### src/hw/rtl/bls_pkg.sv
// Shared constants for the bus latency spike tracker.
// No dependencies; imported by every module of the block.
package bls_pkg;

  // default widths of the millisecond and microsecond fields
  localparam int MS_WIDTH_DEF = 10;
  localparam int US_WIDTH_DEF = 20;

  localparam int US_PER_MS = 1000;
  localparam int CNT_W = 4;
  localparam logic [CNT_W-1:0] CNT_MAX = 4'd15;
  // running average keeps 15/16 of the old latency
  localparam int AVG_SHIFT = 4;

  // configuration port
  localparam int APB_ADDR_W = 5;
  localparam int APB_DATA_W = 32;
  localparam int REG_IDX_W = 3;

  localparam logic [REG_IDX_W-1:0] REG_BASE_LATENCY = 3'd0;
  localparam logic [REG_IDX_W-1:0] REG_CLAMP        = 3'd1;
  localparam logic [REG_IDX_W-1:0] REG_RISE_TOL     = 3'd2;
  localparam logic [REG_IDX_W-1:0] REG_SPIKE_BAND   = 3'd3;
  localparam logic [REG_IDX_W-1:0] REG_CONFIRM      = 3'd4;
  localparam logic [REG_IDX_W-1:0] REG_BASE_LEAD    = 3'd5;

  // register reset values
  localparam int RST_BASE_LATENCY = 2;
  localparam int RST_CLAMP        = 100;
  localparam int RST_RISE_TOL     = 2;
  localparam int RST_SPIKE_BAND   = 3;
  localparam int RST_CONFIRM      = 3;
  localparam int RST_BASE_LEAD    = 5;

endpackage

### src/hw/rtl/bls_cfg.sv
// Configuration registers of the spike tracker behind an APB-style port.
// Depends on bls_pkg.
module bls_cfg #(
  parameter int MS_WIDTH = bls_pkg::MS_WIDTH_DEF
) (
  input  logic                              clk,
  input  logic                              rst,
  input  logic                              psel,
  input  logic                              penable,
  input  logic                              pwrite,
  input  logic [bls_pkg::APB_ADDR_W-1:0]    paddr,
  input  logic [bls_pkg::APB_DATA_W-1:0]    pwdata,
  output logic [bls_pkg::APB_DATA_W-1:0]    prdata,
  output logic [MS_WIDTH-1:0]               base_latency_ms,
  output logic [MS_WIDTH-1:0]               clamp_ms,
  output logic [MS_WIDTH-1:0]               rise_tolerance_ms,
  output logic [MS_WIDTH-1:0]               spike_band_ms,
  output logic [bls_pkg::CNT_W-1:0]         confirm_samples,
  output logic [MS_WIDTH-1:0]               base_lead_ms,
  output logic [MS_WIDTH+9:0]               clamp_us
);
  import bls_pkg::*;

  localparam int LIM_W = MS_WIDTH + 10;

  logic                 wr_en;
  logic [REG_IDX_W-1:0] idx;
  logic [MS_WIDTH-1:0]  wr_ms;

  assign wr_en = psel && penable && pwrite;
  assign idx   = paddr[APB_ADDR_W-1:2];
  assign wr_ms = pwdata[MS_WIDTH-1:0];

  // register writes
  always_ff @(posedge clk) begin
    if (rst) begin
      base_latency_ms   <= MS_WIDTH'(RST_BASE_LATENCY);
      clamp_ms          <= MS_WIDTH'(RST_CLAMP);
      rise_tolerance_ms <= MS_WIDTH'(RST_RISE_TOL);
      spike_band_ms     <= MS_WIDTH'(RST_SPIKE_BAND);
      confirm_samples   <= CNT_W'(RST_CONFIRM);
      base_lead_ms      <= MS_WIDTH'(RST_BASE_LEAD);
    end else if (wr_en) begin
      unique case (idx)
        REG_BASE_LATENCY: base_latency_ms   <= wr_ms;
        REG_CLAMP:        clamp_ms          <= wr_ms;
        REG_RISE_TOL:     rise_tolerance_ms <= wr_ms;
        REG_SPIKE_BAND:   spike_band_ms     <= wr_ms;
        REG_CONFIRM:      confirm_samples   <= pwdata[CNT_W-1:0];
        REG_BASE_LEAD:    base_lead_ms      <= wr_ms;
        default: ;
      endcase
    end
  end

  // ceiling in microseconds, registered from clamp_ms in the cycle after it changes
  always_ff @(posedge clk) begin
    if (rst) begin
      clamp_us <= LIM_W'(RST_CLAMP * US_PER_MS);
    end else begin
      clamp_us <= LIM_W'(clamp_ms) * LIM_W'(US_PER_MS);
    end
  end

  // read mux
  always_comb begin
    prdata = '0;
    unique case (idx)
      REG_BASE_LATENCY: prdata = APB_DATA_W'(base_latency_ms);
      REG_CLAMP:        prdata = APB_DATA_W'(clamp_ms);
      REG_RISE_TOL:     prdata = APB_DATA_W'(rise_tolerance_ms);
      REG_SPIKE_BAND:   prdata = APB_DATA_W'(spike_band_ms);
      REG_CONFIRM:      prdata = APB_DATA_W'(confirm_samples);
      REG_BASE_LEAD:    prdata = APB_DATA_W'(base_lead_ms);
      default:          prdata = '0;
    endcase
  end

endmodule

### src/hw/rtl/bls_ms.sv
// Duration front end: microseconds to clamped milliseconds, rounded up.
// Three register stages; depends on bls_pkg.
module bls_ms #(
  parameter int MS_WIDTH = bls_pkg::MS_WIDTH_DEF,
  parameter int US_WIDTH = bls_pkg::US_WIDTH_DEF
) (
  input  logic                clk,
  input  logic                rst,
  input  logic                adv,
  input  logic                in_valid,
  input  logic [US_WIDTH-1:0] duration_us,
  input  logic [MS_WIDTH-1:0] clamp_ms,
  input  logic [MS_WIDTH+9:0] clamp_us,
  output logic                ms_valid,
  output logic [MS_WIDTH-1:0] ms,
  output logic                taken
);
  import bls_pkg::*;

  // quotient of a US_WIDTH value by 1000 fits in US_WIDTH-9 bits
  localparam int Q_W   = US_WIDTH - 9;
  localparam int LIM_W = MS_WIDTH + 10;
  localparam int CMP_W = (LIM_W > US_WIDTH) ? LIM_W : US_WIDTH;
  localparam logic [Q_W-1:0] RECIP = Q_W'((64'd1 << US_WIDTH) / 64'd1000);

  // stage 1: input register
  logic                v1;
  logic [US_WIDTH-1:0] dur1;

  // stage 2: estimated quotient
  logic                v2;
  logic [US_WIDTH-1:0] x2;
  logic [Q_W-1:0]      qhat2;
  logic                nz2;
  logic                big2;

  logic [US_WIDTH-1:0]     x1;
  logic [US_WIDTH+Q_W-1:0] prod1;
  logic                    big1;

  logic [US_WIDTH-1:0] rem2;
  logic [Q_W-1:0]      q2;
  logic [MS_WIDTH-1:0] ms2;

  // ceil(d/1000) = floor((d-1)/1000) + 1; reciprocal estimate is low by at most one
  assign x1    = dur1 - US_WIDTH'(1);
  assign prod1 = (US_WIDTH+Q_W)'(x1) * (US_WIDTH+Q_W)'(RECIP);
  assign big1  = CMP_W'(dur1) > CMP_W'(clamp_us);

  assign rem2 = x2 - US_WIDTH'(qhat2) * US_WIDTH'(US_PER_MS);
  assign q2   = (rem2 >= US_WIDTH'(US_PER_MS)) ? qhat2 + Q_W'(1) : qhat2;
  // below the ceiling the rounded value always fits the ms width
  assign ms2  = big2 ? clamp_ms : MS_WIDTH'(US_WIDTH'(q2) + US_WIDTH'(1));

  // valid chain
  always_ff @(posedge clk) begin
    if (rst) begin
      v1       <= 1'b0;
      v2       <= 1'b0;
      ms_valid <= 1'b0;
    end else if (adv) begin
      v1       <= in_valid;
      v2       <= v1;
      ms_valid <= v2;
    end
  end

  // payload stages
  always_ff @(posedge clk) begin
    if (adv) begin
      dur1  <= duration_us;
      x2    <= x1;
      qhat2 <= prod1[US_WIDTH+Q_W-1:US_WIDTH];
      nz2   <= dur1 != '0;
      big2  <= big1;
      ms    <= ms2;
      taken <= nz2 && (ms2 != '0);
    end
  end

endmodule

### src/hw/rtl/bls_track.sv
// Latency tracker state, spike confirmation and result register.
// Depends on bls_pkg.
module bls_track #(
  parameter int MS_WIDTH = bls_pkg::MS_WIDTH_DEF
) (
  input  logic                        clk,
  input  logic                        rst,
  input  logic                        adv,
  input  logic                        ms_valid,
  input  logic [MS_WIDTH-1:0]         ms,
  input  logic                        taken,
  input  logic [MS_WIDTH-1:0]         base_latency_ms,
  input  logic [MS_WIDTH-1:0]         rise_tolerance_ms,
  input  logic [MS_WIDTH-1:0]         spike_band_ms,
  input  logic [bls_pkg::CNT_W-1:0]   confirm_samples,
  input  logic [MS_WIDTH-1:0]         base_lead_ms,
  output logic                        out_valid,
  output logic [MS_WIDTH-1:0]         latency_ms,
  output logic [MS_WIDTH:0]           lead_ms,
  output logic [MS_WIDTH-1:0]         pending_ms,
  output logic [bls_pkg::CNT_W-1:0]   pending_count,
  output logic                        sample_taken
);
  import bls_pkg::*;

  localparam int ACC_W = MS_WIDTH + AVG_SHIFT;

  logic [MS_WIDTH-1:0] tracked;
  logic [MS_WIDTH-1:0] cand;
  logic [CNT_W-1:0]    cnt;

  logic [MS_WIDTH-1:0] tracked_next;
  logic [MS_WIDTH-1:0] cand_next;
  logic [CNT_W-1:0]    cnt_next;

  logic [ACC_W-1:0]    acc;
  logic [MS_WIDTH-1:0] avg;
  logic [MS_WIDTH-1:0] rise;
  logic [MS_WIDTH-1:0] band_lo;
  logic [MS_WIDTH:0]   band_hi;
  logic                miss;
  logic [MS_WIDTH-1:0] cand_max;
  logic [CNT_W-1:0]    cnt_inc;
  logic [MS_WIDTH-1:0] lat;
  logic [MS_WIDTH-1:0] obs;

  // 15/16 running average: (16*T - T + ms) / 16
  assign acc  = (ACC_W'(tracked) << AVG_SHIFT) - ACC_W'(tracked) + ACC_W'(ms);
  assign avg  = acc[ACC_W-1:AVG_SHIFT];
  assign rise = ms - tracked;

  // confirmation band around the candidate
  assign band_lo  = (cand > spike_band_ms) ? cand - spike_band_ms : '0;
  assign band_hi  = {1'b0, cand} + {1'b0, spike_band_ms};
  assign miss     = (cnt == '0) || (ms < band_lo) || ({1'b0, ms} > band_hi);
  assign cand_max = (ms > cand) ? ms : cand;
  assign cnt_inc  = (cnt != CNT_MAX) ? cnt + CNT_W'(1) : cnt;

  // state update for a taken sample
  always_comb begin
    tracked_next = tracked;
    cand_next    = cand;
    cnt_next     = cnt;
    if (taken) begin
      priority if (ms <= tracked) begin
        tracked_next = (avg < base_latency_ms) ? base_latency_ms : avg;
        cand_next    = '0;
        cnt_next     = '0;
      end else if (rise <= rise_tolerance_ms) begin
        tracked_next = ms;
        cand_next    = '0;
        cnt_next     = '0;
      end else if (miss) begin
        cand_next = ms;
        cnt_next  = CNT_W'(1);
      end else if (cnt_inc >= confirm_samples) begin
        tracked_next = cand_max;
        cand_next    = '0;
        cnt_next     = '0;
      end else begin
        cand_next = cand_max;
        cnt_next  = cnt_inc;
      end
    end
  end

  // result fields from the updated state
  always_comb begin
    lat = (tracked_next < base_latency_ms) ? base_latency_ms : tracked_next;
    obs = (tracked_next > cand_next) ? tracked_next : cand_next;
    if (obs < base_latency_ms) begin
      obs = base_latency_ms;
    end
  end

  // tracker state
  always_ff @(posedge clk) begin
    if (rst) begin
      tracked <= MS_WIDTH'(RST_BASE_LATENCY);
      cand    <= '0;
      cnt     <= '0;
    end else if (adv && ms_valid) begin
      tracked <= tracked_next;
      cand    <= cand_next;
      cnt     <= cnt_next;
    end
  end

  // result register
  always_ff @(posedge clk) begin
    if (rst) begin
      out_valid <= 1'b0;
    end else if (adv) begin
      out_valid <= ms_valid;
    end
  end

  always_ff @(posedge clk) begin
    if (adv && ms_valid) begin
      latency_ms    <= lat;
      lead_ms       <= {1'b0, base_lead_ms} + {1'b0, obs} - {1'b0, base_latency_ms};
      pending_ms    <= cand_next;
      pending_count <= cnt_next;
      sample_taken  <= taken;
    end
  end

endmodule

### src/hw/rtl/bus_latency_spike_tracker.sv
// Top level of the bus latency spike tracker: stream ports and APB registers.
// Depends on bls_pkg, bls_cfg, bls_ms and bls_track.

// Takes one transfer duration (us) per item and returns one result item for
// each, in order. A new item is accepted every cycle while the result side
// keeps up; an item's result passes through the input register, the reciprocal
// multiply for the /1000, the remainder correction and clamp, and the tracker
// update into the result register. The whole pipeline holds while a result
// waits, and s_axis_tready drops only then. A zero duration, or a ceiling of
// zero, leaves the state alone and returns tuser low. Registers should only
// be written while no item is in flight; a write to clamp_ms reaches the
// microsecond ceiling in the cycle after the write.
module bus_latency_spike_tracker #(
  parameter int MS_WIDTH = bls_pkg::MS_WIDTH_DEF,
  parameter int US_WIDTH = bls_pkg::US_WIDTH_DEF,
  localparam int IN_TDATA_W  = ((US_WIDTH + 7) / 8) * 8,
  localparam int OUT_BITS    = 3 * MS_WIDTH + 5,
  localparam int OUT_TDATA_W = ((OUT_BITS + 7) / 8) * 8
) (
  input  logic                           clk,
  input  logic                           rst,
  // s_axis_tdata: duration_us
  input  logic                           s_axis_tvalid,
  output logic                           s_axis_tready,
  input  logic [IN_TDATA_W-1:0]          s_axis_tdata,
  // m_axis_tdata: latency_ms, lead_ms, pending_ms, pending_count
  output logic                           m_axis_tvalid,
  input  logic                           m_axis_tready,
  output logic [OUT_TDATA_W-1:0]         m_axis_tdata,
  // m_axis_tuser: sample_taken
  output logic                           m_axis_tuser,
  input  logic                           psel,
  input  logic                           penable,
  input  logic                           pwrite,
  input  logic [bls_pkg::APB_ADDR_W-1:0] paddr,
  input  logic [bls_pkg::APB_DATA_W-1:0] pwdata,
  output logic [bls_pkg::APB_DATA_W-1:0] prdata,
  output logic                           pready
);
  import bls_pkg::*;

  logic                adv;
  logic [MS_WIDTH-1:0] base_latency_ms;
  logic [MS_WIDTH-1:0] clamp_ms;
  logic [MS_WIDTH-1:0] rise_tolerance_ms;
  logic [MS_WIDTH-1:0] spike_band_ms;
  logic [CNT_W-1:0]    confirm_samples;
  logic [MS_WIDTH-1:0] base_lead_ms;
  logic [MS_WIDTH+9:0] clamp_us;

  logic                ms_valid;
  logic [MS_WIDTH-1:0] ms;
  logic                taken;

  logic [MS_WIDTH-1:0] latency_ms;
  logic [MS_WIDTH:0]   lead_ms;
  logic [MS_WIDTH-1:0] pending_ms;
  logic [CNT_W-1:0]    pending_count;

  // pipeline moves whenever the result register is free or being emptied
  assign adv           = !m_axis_tvalid || m_axis_tready;
  assign s_axis_tready = adv;
  assign pready        = 1'b1;

  bls_cfg #(
    .MS_WIDTH (MS_WIDTH)
  ) u_cfg (
    .clk               (clk),
    .rst               (rst),
    .psel              (psel),
    .penable           (penable),
    .pwrite            (pwrite),
    .paddr             (paddr),
    .pwdata            (pwdata),
    .prdata            (prdata),
    .base_latency_ms   (base_latency_ms),
    .clamp_ms          (clamp_ms),
    .rise_tolerance_ms (rise_tolerance_ms),
    .spike_band_ms     (spike_band_ms),
    .confirm_samples   (confirm_samples),
    .base_lead_ms      (base_lead_ms),
    .clamp_us          (clamp_us)
  );

  bls_ms #(
    .MS_WIDTH (MS_WIDTH),
    .US_WIDTH (US_WIDTH)
  ) u_ms (
    .clk         (clk),
    .rst         (rst),
    .adv         (adv),
    .in_valid    (s_axis_tvalid),
    .duration_us (s_axis_tdata[US_WIDTH-1:0]),
    .clamp_ms    (clamp_ms),
    .clamp_us    (clamp_us),
    .ms_valid    (ms_valid),
    .ms          (ms),
    .taken       (taken)
  );

  bls_track #(
    .MS_WIDTH (MS_WIDTH)
  ) u_track (
    .clk               (clk),
    .rst               (rst),
    .adv               (adv),
    .ms_valid          (ms_valid),
    .ms                (ms),
    .taken             (taken),
    .base_latency_ms   (base_latency_ms),
    .rise_tolerance_ms (rise_tolerance_ms),
    .spike_band_ms     (spike_band_ms),
    .confirm_samples   (confirm_samples),
    .base_lead_ms      (base_lead_ms),
    .out_valid         (m_axis_tvalid),
    .latency_ms        (latency_ms),
    .lead_ms           (lead_ms),
    .pending_ms        (pending_ms),
    .pending_count     (pending_count),
    .sample_taken      (m_axis_tuser)
  );

  assign m_axis_tdata = OUT_TDATA_W'({pending_count, pending_ms, lead_ms, latency_ms});

endmodule

### config.mk
export PLATFORM = sky130hd
export DESIGN_NAME = bus_latency_spike_tracker
export DESIGN_NICKNAME = d
export VERILOG_FILES = /design/src/hw/rtl/bls_pkg.sv /design/src/hw/rtl/bls_cfg.sv /design/src/hw/rtl/bls_ms.sv /design/src/hw/rtl/bls_track.sv /design/src/hw/rtl/bus_latency_spike_tracker.sv
export SDC_FILE = /design/constraint.sdc
export NUM_CORES = 1
export LEC_CHECK = 0
export BUFFER_PORTS_ARGS = -buffer_cell sky130_fd_sc_hd__buf_2
export CAP_MARGIN = 20
export CORE_MARGIN = 2
export CORE_UTILIZATION = 50
export DETAILED_ROUTE_END_ITERATION = 12
export PLACE_DENSITY_LB_ADDON = 0.05
export SYNTH_ARGS = -nofsm -noshare
export SYNTH_HDL_FRONTEND = slang
export SYNTH_HIERARCHICAL = 1
export SYNTH_SLANG_ARGS = --single-unit
### constraint.sdc
create_clock -name clk -period 9.4 [get_ports clk]
set_input_delay 0.47 -clock clk [delete_from_list [all_inputs] [get_ports clk]]
set_output_delay 0.47 -clock clk [all_outputs]
set_load 0.1 [all_outputs]
# Word level (Yosys, flattened, before mapping)
# Index checks and enable logic that the tools add are counted.
# Widths: inputs -> output; s select.
[op_classes]
n_addsub = 12
n_mul = 3
order_cmp = 13
n_eq_ne = 6
muxes = 25
n_reduce_logical = 18
[op_table]
columns = ["cell", "n"]
rows = [
  ["$mux 10", 18],
  ["$pmux 10 s6", 1],
  ["$lt 10x10->1", 4],
  ["$gt 10x10->1", 3],
  ["$mul 20x8->28 const B", 1],
  ["$mux 4", 6],
  ["$add 10x10->11", 2],
  ["$add 10x1->10 const B", 2],
  ["$ge 20x10->1 const B", 1],
  ["$gt 20x20->1", 1],
  ["$le 10x10->1", 2],
  ["$reduce_bool 20->1", 1],
  ["$sub 10x10->10", 2],
  ["$sub 20x1->20 const B", 1],
  ["$sub 20x20->20", 1],
  ["$mul 10x7->17 const B", 1],
  ["$mul 11x7->17 const B", 1],
  ["$add 14x10->14", 1],
  ["$sub 14x10->14", 1],
  ["$reduce_and 2->1", 6],
  ["$gt 10x11->1", 1],
  ["$sub 11x10->11", 1],
  ["$reduce_bool 10->1", 1],
  ["$eq 3x2->1 const B", 2],
  ["other kinds (10)", 16],
]
[word_totals]
register_bits = 202
inputBits = 68
output_inout_bits = 76
elab_cells = 104

# Longest topological paths before layout
[depth]
depth_word = 15
mapped_depth = 56
depth_no_buf = 52

# Hierarchy
# Netlist, hierarchy kept.
[by_module_without_submodules]
columns = ["module", "instances", "cells_each", "area_per_inst_um2", "seq_area_each_um2"]
rows = [
  ["bls_track", 1, 953, 8087.8, 1581.5],
  ["bls_ms", 1, 774, 7646.1, 1891.8],
  ["bls_cfg", 1, 503, 4754.6, 1421.4],
  ["bus_latency_spike_tracker", 1, 9, 58.8, 0.0],
]

# Worst setup path before layout
# No wires, ideal clock.
[synth_path]
path_type = "register to register"
startpoint = "register u_ms.ms[4]"
endpoint = "register u_track.lead_ms[10], data pin"
setup_time_ns = 0.267
arrival_ns = 10.140
required_time_ns = 9.133
path_slack_ns = -1.007
stages_incl_launch_ff = 51
n_path_buf = 3
synth_period_minus_slack_ns = 10.407
cell_sequence = "edfxtp_1 > inv_1 > fa_1 > inv_1 > ha_1 > a21o_1 > a21oi_1 > a21boi_0 > o21ai_0 > nand2b_1 > xor2_1 > ha_1 > a21o_1 > a221oi_1 > o21ai_0 > a21oi_1 > clkbuf_1 > mux2_2 > (+15 left out) > o21ai_0 > or3_1 > nor2_1 > a221oi_2 > buf_6 > mux2i_1 > fa_1 > inv_1 > ha_1 > nor2b_1 > o21ai_0 > a21boi_0 > o21ai_0 > a21boi_0 > o21a_1 > o21ai_0 > nor4b_1 > a311oi_1"
[synth_via]
elab_chain_len = 13
elab_cells_between_ends = 28
cone_classes = "4 x add/sub; 8 x order compare; 14 x mux; 2 x reduce/logical"
[synth_rtl]
columns = ["element", "line", "source"]
rows = [
  ["from (decl)", "bls_ms.sv:15", "output logic [MS_WIDTH-1:0] ms,"],
  ["from (signal assigned)", "bls_ms.sv:76", "ms <= ms2;"],
  ["branches (longest 5 deep; another with $add 14x10->14)", "--", ""],
  ["$mux 10 *", "bls_track.sv:65", "priority if (ms <= tracked) begin"],
  ["$mux 10 *", "bls_track.sv:64", "if (taken) begin"],
  ["via u_track.tracked_next[5]", "bls_track.sv:32", "logic [MS_WIDTH-1:0] tracked_next;"],
  ["$gt 10x10->1", "bls_track.sv:90", "obs = (tracked_next > cand_next) ? tracked_next : cand_next;"],
  ["$mux 10 *", "bls_track.sv:90", ""],
  ["$lt 10x10->1", "bls_track.sv:91", "if (obs < base_latency_ms) begin"],
  ["$mux 10 *", "bls_track.sv:91", ""],
  ["$add 10x10->11 *", "bls_track.sv:121", "lead_ms <= {1'b0, base_lead_ms} + {1'b0, obs} - {1'b0, base_latency_ms};"],
  ["$sub 11x10->11 *", "bls_track.sv:121", ""],
  ["to (signal assigned)", "bls_track.sv:121", ""],
  ["to (decl)", "bls_track.sv:19", "output logic [MS_WIDTH:0] lead_ms,"],
]
# Mark *: on every way through the listed nets, which the timed path passes.
# A chain may end at the register's enable or synchronous reset.

# Worst setup path after layout
# Ends and elaborated chain as after synthesis.

==> impl_metrics.prom <==
# TYPE chip_impl_metric gauge
chip_impl_info{name="outcome",value="finished, violations left"} 1
chip_impl_info{name="violations",value="setup timing"} 1
chip_impl_metric{name="post_route_antenna_net_violation_count",unit=""} 0
chip_impl_metric{name="start_util",unit="%"} 50.4
chip_impl_metric{name="yosys_register_bits",unit=""} 196
chip_impl_metric{name="relSlewSlack",unit="%"} 28.9
chip_impl_info{name="startpoint_type",value="flip-flop"} 1
chip_impl_info{name="path_class",value="reg2reg"} 1
chip_impl_metric{name="fraction_of_the_mapped_netlist_area_in_simple_logic_gates",unit="%"} 13.3
chip_impl_metric{name="remaining_drc_errors",unit=""} 0
chip_impl_info{name="clock_tree_from_tritoncts",value="built"} 1
chip_impl_metric{name="buffer_ports.inserted",unit=""} 87
chip_impl_metric{name="placed_cells_incl_taps",unit=""} 3045
chip_impl_metric{name="ios",unit=""} 144
chip_impl_metric{name="report.final.setup_viol",unit=""} 6
chip_impl_metric{name="yosys_warnings",unit=""} 6
chip_impl_metric{name="final_worst_hold_slack",unit="ns"} 0.166
chip_impl_metric{name="synth_compound_gate_area_share",unit="%"} 15.2
chip_impl_metric{name="timing.final.crit_share",unit="%"} 106
chip_impl_metric{name="asyncSetResetFlopFracSynth",unit="%"} 0
chip_impl_metric{name="yosys_cell_types",unit=""} 107
chip_impl_metric{name="stdcell_area",unit="mm^2"} 0.0247
chip_impl_metric{name="route.detailed.vias_per_inst",unit=""} 5.61
chip_impl_metric{name="finalClockSkew",unit="ns"} 0.0167
chip_impl_metric{name="synth_fa_ha_area_share",unit="%"} 28.5
chip_impl_metric{name="fp.coreArea",unit="mm^2"} 0.0407
chip_impl_info{name="dominant_combinational_cell_family_by_area_after_synthesis",value="adder cells"} 1
chip_impl_metric{name="path_clk_slew",unit="ns"} 0.08
chip_impl_info{name="synth_top_flop_cell",value="dfxtp_1"} 1
chip_impl_metric{name="gpl.final_weighted_congestion",unit=""} 0.985
chip_impl_info{name="end_kind",value="flip-flop"} 1
chip_impl_metric{name="yosys-mux-area-fraction",unit="%"} 5.48
chip_impl_metric{name="dpl-instance-area",unit="mm^2"} 0.0232
chip_impl_metric{name="post_synthesis_instance_area",unit="mm^2"} 0.0205
chip_impl_info{name="critPathSlowestCell",value="fa_1"} 1
chip_impl_metric{name="postLayoutSetupSlackWorst",unit="ns"} -0.600
chip_impl_metric{name="layout-drive-gt1-share",unit="%"} 23.0
chip_impl_metric{name="max_cap_violations",unit=""} 0
chip_impl_metric{name="dieArea",unit="mm^2"} 0.0427
chip_impl_metric{name="cts_buffers",unit=""} 17
chip_impl_metric{name="place_worst_setup_slack",unit="ns"} -0.792
chip_impl_info{name="critPathMostFrequentCell",value="a21o_1"} 1
chip_impl_metric{name="worst_path_largest_cell_delay",unit="ns"} 0.50
chip_impl_metric{name="initialDrtViolationCount",unit=""} 1339
chip_impl_metric{name="synthXorXnorAreaFrac",unit="%"} 4.36
chip_impl_metric{name="max_freq",unit="GHz"} 0.100
chip_impl_metric{name="track_usage",unit="%"} 30.6
chip_impl_metric{name="die_height",unit="um"} 207
chip_impl_metric{name="clk_path_buf_depth",unit=""} 2
chip_impl_metric{name="grt_pass1_wl",unit="um"} 99000
chip_impl_metric{name="post_synth.cell_area_avg",unit="um^2"} 9.18
chip_impl_metric{name="synth_edf_count",unit=""} 97
chip_impl_metric{name="synthCells",unit=""} 2239
chip_impl_info{name="rsz_0062_raised_after_global_routing",value="true"} 1
chip_impl_metric{name="clock_insertion_delay_worst_skew",unit="ns"} 0.48
chip_impl_metric{name="grt_remaining_overflow",unit=""} 0
chip_impl_metric{name="detailedPlacementHpwl",unit="um"} 51500
chip_impl_metric{name="grt_start_max_net_pins",unit=""} 62
chip_impl_metric{name="post_drt_wl_per_cell",unit="um"} 20.3
chip_impl_metric{name="quantity_of_hold_fixing_buffers_added_after_cts",unit=""} 0
chip_impl_metric{name="drtPass1Iterations",unit=""} 7
chip_impl_metric{name="crit_arrival",unit="ns"} 10.28
chip_impl_metric{name="vias",unit=""} 17600
chip_impl_info{name="root_buffer_cell",value="clkbuf_16"} 1
chip_impl_metric{name="worst_max_slew_pin_slew",unit="ns"} 1.06
chip_impl_metric{name="final_cell_count_no_fill",unit=""} 3134
chip_impl_metric{name="final-hold-violation-count",unit=""} 0
chip_impl_info{name="min_path_type",value="in2reg"} 1
chip_impl_metric{name="antenna_found_initial",unit=""} 5
chip_impl_metric{name="nets",unit=""} 3067
chip_impl_metric{name="maxSlewViolCount",unit=""} 0
chip_impl_metric{name="areaGrowthSynthToFinish",unit="%"} 20.3
chip_impl_metric{name="cts.sinks",unit=""} 196
chip_impl_metric{name="path_max_fanout",unit=""} 7
chip_impl_metric{name="grt_pass1_vias",unit=""} 17600
chip_impl_metric{name="fin_crit",unit="ns"} 10.00
chip_impl_metric{name="placement_rows",unit=""} 74
chip_impl_metric{name="cts.htree.levels",unit=""} 4
chip_impl_metric{name="number_of_antenna_cells_inserted",unit=""} 0
chip_impl_metric{name="wirelength",unit="um"} 63600
chip_impl_metric{name="required",unit="ns"} 9.68
chip_impl_metric{name="ys_seq_area_share",unit="%"} 23.8
chip_impl_metric{name="fp.dieW",unit="um"} 207
## worst max-delay path, delay by kind of cell, from the launching register on
kind	cells	cell delay (ns)
flip-flops	1	0.39
multiplexers	1	0.21
AND/OR/NAND/NOR	11	1.95
buffers and inverters	8	0.98
AO/OA/AOI/OAI	22	3.85
adder cells (fa/ha/maj)	7	2.43
## worst paths after layout
kind | startpoint | end | slack, ns | depth (start not counted)
setup / recovery | u_ms/ms[4] | u_track/lead_ms[10] | -0.60 | 49
hold / removal | s_axis_tdata[6] | u_ms/dur1[6] | 0.17 | 1
setup reg to reg | u_ms/ms[4] | u_track/lead_ms[10] | -0.60 | 49
hold reg to reg | u_track/tracked[1] | u_track/tracked[1] | 0.48 | 2
## final cells by class
class / count / area [um^2]
fillers: 3641 / 16000
multi-input cells: 1612 / 14400
flip-flops and latches: 196 / 4900
repair buffers: 387 / 2710
inverters: 375 / 1410
well taps: 532 / 666
clock buffers: 18 / 450
clock inverters: 14 / 153
## cells in the mapped netlist (all sizes together), types with 6 or more instances
cell       n  area share [%]
buf       56             1.9
inv      374             6.8
mux2      23             1.3
or2        7            0.21
o21bai    13            0.47
nor4b      8            0.44
and3      15            0.46
a22oi     21            0.86
dfxtp     99             9.6
o211ai    17            0.67
a2111oi    7            0.61
o21a      11            0.40
clkbuf    29            0.55
xnor2     63             2.8
nor4      14            0.63
o221ai     6            0.29
ha       312              19
nand2b    30            0.91
a211oi    27             1.0
o22ai     17            0.52
edfxtp    97              14
a21oi    116             2.9
a311oi     7            0.30
a21o      42             1.5
nand4     33             1.0
o41ai      6            0.35
mux2i     75             3.7
o21ai     74             1.8
a31oi     12            0.37
nor2b     17            0.52
and4       7            0.31
o31ai      7            0.26
nand2    116             2.1
and2       9            0.27
or3       13            0.40
xor2      35             1.5
nor3      33            0.90
nor2     144             2.7
nand3b    15            0.55
nand3     53             1.3
fa        98             9.5
a21boi    11            0.40
## registers in the layout, summed over array words and instances, names as in the netlist, 11 cells and up
signal and count:
u_ms/qhat2 11, u_track/lead_ms 11, u_ms/dur1 20, u_cfg/clamp_us 17, u_ms/x2 17
## routing by layer
layer / GRT usage [%] / wire length [um]
met1: 39.4 / 27200
met2: 51.8 / 30700
met3: 3.88 / 2960
met4: 13.0 / 2660
met5: 0 / 65
## placed cells by master (no fill, tap or decap), types with 21 or more instances in the layout
master | synthesis | final
nand2_1 | 116 | 115
buf_4 | 35 | 293
fa_1 | 98 | 97
buf_2 | 9 | 87
xor2_1 | 34 | 33
o21ai_1 | 11 | 21
xnor2_1 | 59 | 58
conb_1 | 3 | 31
nor2_1 | 142 | 133
a21oi_2 | 2 | 21
nor3_1 | 29 | 28
ha_1 | 312 | 302
a21oi_1 | 113 | 93
inv_1 | 374 | 368
edfxtp_1 | 97 | 97
nand4_1 | 32 | 32
a211oi_1 | 25 | 23
nand2b_1 | 30 | 29
a21o_1 | 42 | 42
dfxtp_1 | 99 | 94
o21ai_0 | 63 | 44
mux2i_1 | 75 | 72
nand3_1 | 53 | 53
## cell families (layout without fill, tap and decap cells)
| group | Yosys count | count (layout) |
|---|---|---|
| XOR/XNOR | 98 | 98 |
| other | 3 | 31 |
| adder cells (fa/ha/maj) | 410 | 410 |
| AND/OR/NAND/NOR | 526 | 526 |
| multiplexers | 103 | 103 |
| buffers and inverters | 460 | 794 |
| flip-flops | 196 | 196 |
| AO/OA/AOI/OAI | 443 | 444 |
## repair_timing
item / in CTS / in global routing
cloned: 0 / 1
hold endpoints to repair: 0 / 0
buffers inserted: 55 / 16
resized for setup: 55 / 79
setup endpoints to repair: 7 / 20
pin swaps: 25 / 67
## stage by stage
step	utilization, %	TNS [ns]
4_1_cts	59.9	-2.26
2_1_floorplan	-	0
3_5_place_dp	56.9	-3.07
5_1_grt	60.7	-5.35
3_3_place_gp	56.9	-1.96
6_report	60.7	-2.01
Power is not shown: default switching activity piles up to over one toggle a cycle in this logic, so the estimate is an artifact.
